### src/rtl/core/oot_pkg.sv
// Shared constants and sine table for the oriented box overlap test.
package oot_pkg;

   localparam int TRIG_WIDTH = 16;   // signed Q1.15 sine and cosine
   localparam int TAB_BITS   = 6;    // quarter-wave table index width

   function automatic logic [14:0] sin_tab(input logic [6:0] idx);
      logic [14:0] v;
      case (idx)
         7'd0: v = 15'd0;      7'd1: v = 15'd804;    7'd2: v = 15'd1608;
         7'd3: v = 15'd2410;   7'd4: v = 15'd3212;   7'd5: v = 15'd4011;
         7'd6: v = 15'd4808;   7'd7: v = 15'd5602;   7'd8: v = 15'd6393;
         7'd9: v = 15'd7179;   7'd10: v = 15'd7962;  7'd11: v = 15'd8739;
         7'd12: v = 15'd9512;  7'd13: v = 15'd10278; 7'd14: v = 15'd11039;
         7'd15: v = 15'd11793; 7'd16: v = 15'd12539; 7'd17: v = 15'd13279;
         7'd18: v = 15'd14010; 7'd19: v = 15'd14732; 7'd20: v = 15'd15446;
         7'd21: v = 15'd16151; 7'd22: v = 15'd16846; 7'd23: v = 15'd17530;
         7'd24: v = 15'd18204; 7'd25: v = 15'd18868; 7'd26: v = 15'd19519;
         7'd27: v = 15'd20159; 7'd28: v = 15'd20787; 7'd29: v = 15'd21403;
         7'd30: v = 15'd22005; 7'd31: v = 15'd22594; 7'd32: v = 15'd23170;
         7'd33: v = 15'd23731; 7'd34: v = 15'd24279; 7'd35: v = 15'd24811;
         7'd36: v = 15'd25329; 7'd37: v = 15'd25832; 7'd38: v = 15'd26319;
         7'd39: v = 15'd26790; 7'd40: v = 15'd27245; 7'd41: v = 15'd27683;
         7'd42: v = 15'd28105; 7'd43: v = 15'd28510; 7'd44: v = 15'd28898;
         7'd45: v = 15'd29268; 7'd46: v = 15'd29621; 7'd47: v = 15'd29956;
         7'd48: v = 15'd30273; 7'd49: v = 15'd30571; 7'd50: v = 15'd30852;
         7'd51: v = 15'd31113; 7'd52: v = 15'd31356; 7'd53: v = 15'd31580;
         7'd54: v = 15'd31785; 7'd55: v = 15'd31971; 7'd56: v = 15'd32137;
         7'd57: v = 15'd32285; 7'd58: v = 15'd32412; 7'd59: v = 15'd32521;
         7'd60: v = 15'd32609; 7'd61: v = 15'd32678; 7'd62: v = 15'd32728;
         7'd63: v = 15'd32757; default: v = 15'd32767;
      endcase
      return v;
   endfunction

endpackage

### src/rtl/core/oot_trig.sv
// Pipelined table sine and cosine for one binary angle (three register stages).
module oot_trig #(
   parameter int ANGLE_WIDTH = 16
) (
   input  logic                   clock,
   input  logic                   en,
   input  logic [ANGLE_WIDTH-1:0] angle,
   output logic signed [oot_pkg::TRIG_WIDTH-1:0] cos_out,
   output logic signed [oot_pkg::TRIG_WIDTH-1:0] sin_out
);
   localparam int PW = ANGLE_WIDTH - 2;          // phase within a quarter
   localparam int FB = ANGLE_WIDTH - 8;          // interpolation fraction bits
   localparam int FBW = (FB > 0) ? FB : 1;       // fraction register width
   localparam logic [PW:0] QUARTER = (PW+1)'(1) << PW;

   // lane 0 sine, lane 1 cosine
   logic [PW:0]  ph [2];
   logic         neg[2];
   logic [14:0]  base_in[2], base_ff[2];
   logic [15:0]  diff_in[2], diff_ff[2];
   logic [FBW-1:0] frac_in[2], frac_ff[2];
   logic         neg1_ff[2], neg2_ff[2];
   logic [15+FB:0] prod_in[2], prod_ff[2];
   logic [14:0]  base2_ff[2];
   logic [15:0]  mag[2];
   logic signed [15:0] res_in[2], res_ff[2];

   always_comb begin
      logic [ANGLE_WIDTH-1:0] a;
      logic [1:0] q;
      logic [PW-1:0] p;
      logic [PW:0] idx;
      for (int l = 0; l < 2; l++) begin
         a = (l == 1) ? angle + ANGLE_WIDTH'(QUARTER) : angle;
         q = a[ANGLE_WIDTH-1 -: 2];
         p = a[PW-1:0];
         ph[l] = q[0] ? QUARTER - {1'b0, p} : {1'b0, p};
         neg[l] = q[1];
         idx = ph[l] >> FB;
         // no interpolation when the angle has no bits below the table index
         frac_in[l] = (FB > 0) ? ph[l][FBW-1:0] : '0;
         if (idx >= (PW+1)'(64)) begin
            base_in[l] = oot_pkg::sin_tab(7'd64);
            diff_in[l] = 16'd0;
            frac_in[l] = '0;
         end else begin
            base_in[l] = oot_pkg::sin_tab(idx[6:0]);
            diff_in[l] = {1'b0, oot_pkg::sin_tab(idx[6:0] + 7'd1)} - {1'b0, base_in[l]};
         end
         prod_in[l] = (16+FB)'(diff_ff[l]) * (16+FB)'(frac_ff[l]);
         mag[l] = {1'b0, base2_ff[l]} + 16'(prod_ff[l] >> FB);
         res_in[l] = neg2_ff[l] ? -$signed(mag[l]) : $signed(mag[l]);
      end
   end

   always_ff @(posedge clock) begin
      if (en) begin
         for (int l = 0; l < 2; l++) begin
            base_ff[l] <= base_in[l]; diff_ff[l] <= diff_in[l];
            frac_ff[l] <= frac_in[l]; neg1_ff[l] <= neg[l];
            prod_ff[l] <= prod_in[l]; base2_ff[l] <= base_ff[l];
            neg2_ff[l] <= neg1_ff[l];
            res_ff[l] <= res_in[l];
         end
      end
   end

   assign sin_out = res_ff[0];
   assign cos_out = res_ff[1];
endmodule

### config.mk
export PLATFORM = sky130hd
export DESIGN_NAME = oot_trig
export DESIGN_NICKNAME = d
export VERILOG_FILES = /design/src/rtl/core/oot_pkg.sv /design/src/rtl/core/oot_trig.sv
export SDC_FILE = /design/constraint.sdc
export NUM_CORES = 1
export LEC_CHECK = 0
export BUFFER_PORTS_ARGS = -buffer_cell sky130_fd_sc_hd__clkbuf_2
export CAP_MARGIN = 10
export CELL_PAD_IN_SITES_DETAIL_PLACEMENT = 0
export CELL_PAD_IN_SITES_GLOBAL_PLACEMENT = 1
export CORE_MARGIN = 2
export CORE_UTILIZATION = 51
export DETAILED_ROUTE_END_ITERATION = 7
export PLACE_DENSITY = 0.8
export SYNTH_ARGS = -nofsm -noshare
export SYNTH_HDL_FRONTEND = slang
export SYNTH_SLANG_ARGS = --single-unit
### constraint.sdc
create_clock -name clock -period 10.5 [get_ports clock]
set_clock_uncertainty 0.05 [all_clocks]
set_input_delay 3.15 -clock clock [delete_from_list [all_inputs] [get_ports clock]]
set_output_delay 3.15 -clock clock [all_outputs]
set_load 0.05 [all_outputs]
==> flow_metrics.env <==
export IMPL_outcome="complete, but fails checks"
export IMPL_violations="design-rule violations"
export IMPL_synth_yosys_seq_area_share_pct=23.5
export IMPL_cp_data_required_time_ps=10630
export IMPL_clock_fmax_ghz=0.108
export IMPL_synthCells=2608
export IMPL_synth_seq_cells=176
export IMPL_wl_per_cell_um=19.6
export IMPL_cts_repair_resized=0
export IMPL_dpl_worst_slack_ps=959
export IMPL_synth_compound_area_share_pct=18.7
export IMPL_rsz0062_at_grt="false"
export IMPL_worst_slew_pin_slew_ps=1170
export IMPL_cts_hold_buf=0
export IMPL_die_area_um2=45800
export IMPL_cts_setup_buffers=0
export IMPL_setup_viol_count_final=0
export IMPL_ys_flop_type="edfxtp_1"
export IMPL_antenna_found_initial=1
export IMPL_final_cell_mix="inv_1, nand2_1, and2_1"
export IMPL_grt_pass1_vias=18624
export IMPL_mostFrequentLayoutCell="inv_1"
export IMPL_htree_levels=4
export IMPL_maxCapViolations=0
export IMPL_core_area_um2=43300
export IMPL_worstSetupStartpointType="input pin"
export IMPL_synth_top_family_by_area="adder cells"
export IMPL_drc_errors=3
export IMPL_routabilityCongestion=0.934
export IMPL_start_util_pct=52.0
export IMPL_synth_fa_ha_area_share_pct=25.2
export IMPL_path_max_fanout=23
export IMPL_fin_crit_ps=9250
export IMPL_grt_max_degree=115
export IMPL_worstSetupPathType="input pin to flip-flop"
export IMPL_synth_edf_count=176
export IMPL_synth_area_leaders="edfxtp_1, fa_1, ha_1"
export IMPL_antenna_cells=0
export IMPL_overflow=0
export IMPL_ant_nets=0
export IMPL_via_count=19124
export IMPL_synthXorXnorAreaFrac_pct=5.69
export IMPL_area_growth_pct=6.24
export IMPL_startpoint="angle[4]"
export IMPL_synth_distinct_cells=86
export IMPL_fin_crit_sh_pct=88.1
export IMPL_hold_class="flip-flop to flip-flop"
export IMPL_cts_clk_slew_worst_paths_ps=70
export IMPL_syn_num_nets=2977
export IMPL_numCtsBuffers=17
export IMPL_synth_mux_area_share_pct=0.579
export IMPL_die_y_um=214
export IMPL_postSynth_asyncResetShare_pct=0
export IMPL_reg2reg_from="frac_ff[0][10]"
export IMPL_routed_wirelength_um=62100
export IMPL_io_buffers=49
export IMPL_yosysTopAreaCell="edfxtp_1"
export IMPL_syn_area_per_cell_um2=8.62
export IMPL_grt_pass1_wl_um=100000
export IMPL_synth_simple_gate_area_share_pct=19.6
export IMPL_synth_top_area_share_pct=23.5
export IMPL_die_w_um=214
export IMPL_finalHoldViolCount=0
export IMPL_drive_gt1_share_pct=7.03
export IMPL_cts_sinks=176
export IMPL_avgViaCountPerCell=6.03
export IMPL_end_kind="flip-flop"
export IMPL_crit_arrival_ps=9390
export IMPL_cts_tree="done"
export IMPL_rows=76
export IMPL_ys_warn_count=0
export IMPL_cts_root_buf="clkbuf_16"
export IMPL_hp_start="base_ff[0][28]"
export IMPL_dpl_hpwl_um=46500
export IMPL_syn_area_um2=22500
export IMPL_io_pins=50
export IMPL_clock_latency_ps=440
export IMPL_worst_slack_ps=1250
export IMPL_nFillCells=3994
export IMPL_grtUsageTotal_pct=27.1
export IMPL_relSlewSlack_pct=20.8
export IMPL_drv_slew=0
export IMPL_dr_pass1_iters=8
export IMPL_fin_tns_setup_ps=0
export IMPL_drt_initial_drc_count=1858
export IMPL_nets=2945
export IMPL_clockBufferDepth=2
-- metrics by stage --
| step | area [um^2] | cells | hold slack [ps] | utilization, % |
|---|---|---|---|---|
| after floorplan | 22500 | 2608 | 350 | - |
| after global placement | 23300 | 3142 | 354 | 54.0 |
| after detailed placement | 23300 | 3142 | 356 | 54.0 |
| after CTS | 23900 | 3173 | 369 | 55.2 |
| after global routing | 23900 | 3173 | 376 | 55.2 |
| final | 23900 | 3173 | 368 | 55.2 |
-- Yosys cell counts, types with 8 or more instances --
cell,n
a31oi_1,41
a21oi_1,152
o21a_1,13
edfxtp_1,176
inv_1,237
a21o_1,19
xnor2_1,89
a211o_1,11
nor2_1,206
o211ai_1,32
buf_2,25
nand2_1,234
xor2_1,44
nand2b_1,14
clkbuf_1,111
nand3_1,57
a221oi_1,9
ha_1,181
nor2b_1,20
a311oi_1,12
and2_1,222
nor3_1,62
a32oi_1,8
o22ai_1,17
a211oi_1,50
a21boi_0,9
and3_1,18
or2_2,8
or3_1,23
fa_1,170
o311ai_0,11
o31ai_1,20
buf_1,14
o21ai_0,153
-- sequential cells by signal, summed over array words and instances, names as in the netlist --
signal	flops
base2_ff	30
prod_ff	32
diff_ff	32
neg1_ff	2
neg2_ff	2
base_ff	30
frac_ff	16
res_ff	32
-- final timing paths --
path                            slack, ps               to  cells past startpoint
worst max-delay path                 1250   diff_ff[0][29]                     21
worst min-delay path                  370  base2_ff[0][28]                      0
worst min register to register        370  base2_ff[0][28]                      0
worst max register to register       4590   prod_ff[0][47]                     18
-- area by class of cell --
class	instances	area, um^2	share of cell area [%]
clock buffer	17	425	1.78
multi-input combinational	2038	15800	66.1
inverter	242	908	3.80
clock inverter	14	118	0.492
tap	585	732	3.06
sequential	176	5290	22.1
timing repair buffer	101	642	2.69
-- worst max-delay path: stages --
cell      delay (ps)
clkbuf_2         130
or3_1            460
o41a_1           450
xor2_1           280
ha_1             560
o21ai_1          380
xnor2_2          560
buf_4            370
a21boi_0         130
mux4_2           490
o22a_1           210
ha_1             270
nor2b_1          120
o21ai_0          220
a21boi_0         150
o21ai_0          320
a211oi_1         160
o31ai_1          450
o21ai_0          230
xnor2_1          190
a21oi_1           60
-- cell families (layout without fill, tap and decap cells) --
kind of cell,after synthesis,after routing
muxes,9,9
DFF,176,176
xor gates and xnor gates,140,140
adders and majority gates,351,351
buffers and inverters,394,374
and+or+nand+nor,896,896
AOI/OAI and AO/OA,642,642
-- layer usage --
metal / part of all wire [%] / wire length, um / vias up / global-route usage (%)
li1: - / - / 9027 / -
met1: 47 / 28900 / 9162 / 39.6
met2: 44 / 27000 / 805 / 41.9
met3: 7.1 / 4390 / 130 / 3.45
met4: 2.9 / 1790 / 0 / 8.62
met5: 0 / 0 / - / 0
Power is not shown: default switching activity piles up to over one toggle a cycle in this logic, so the estimate is an artifact.
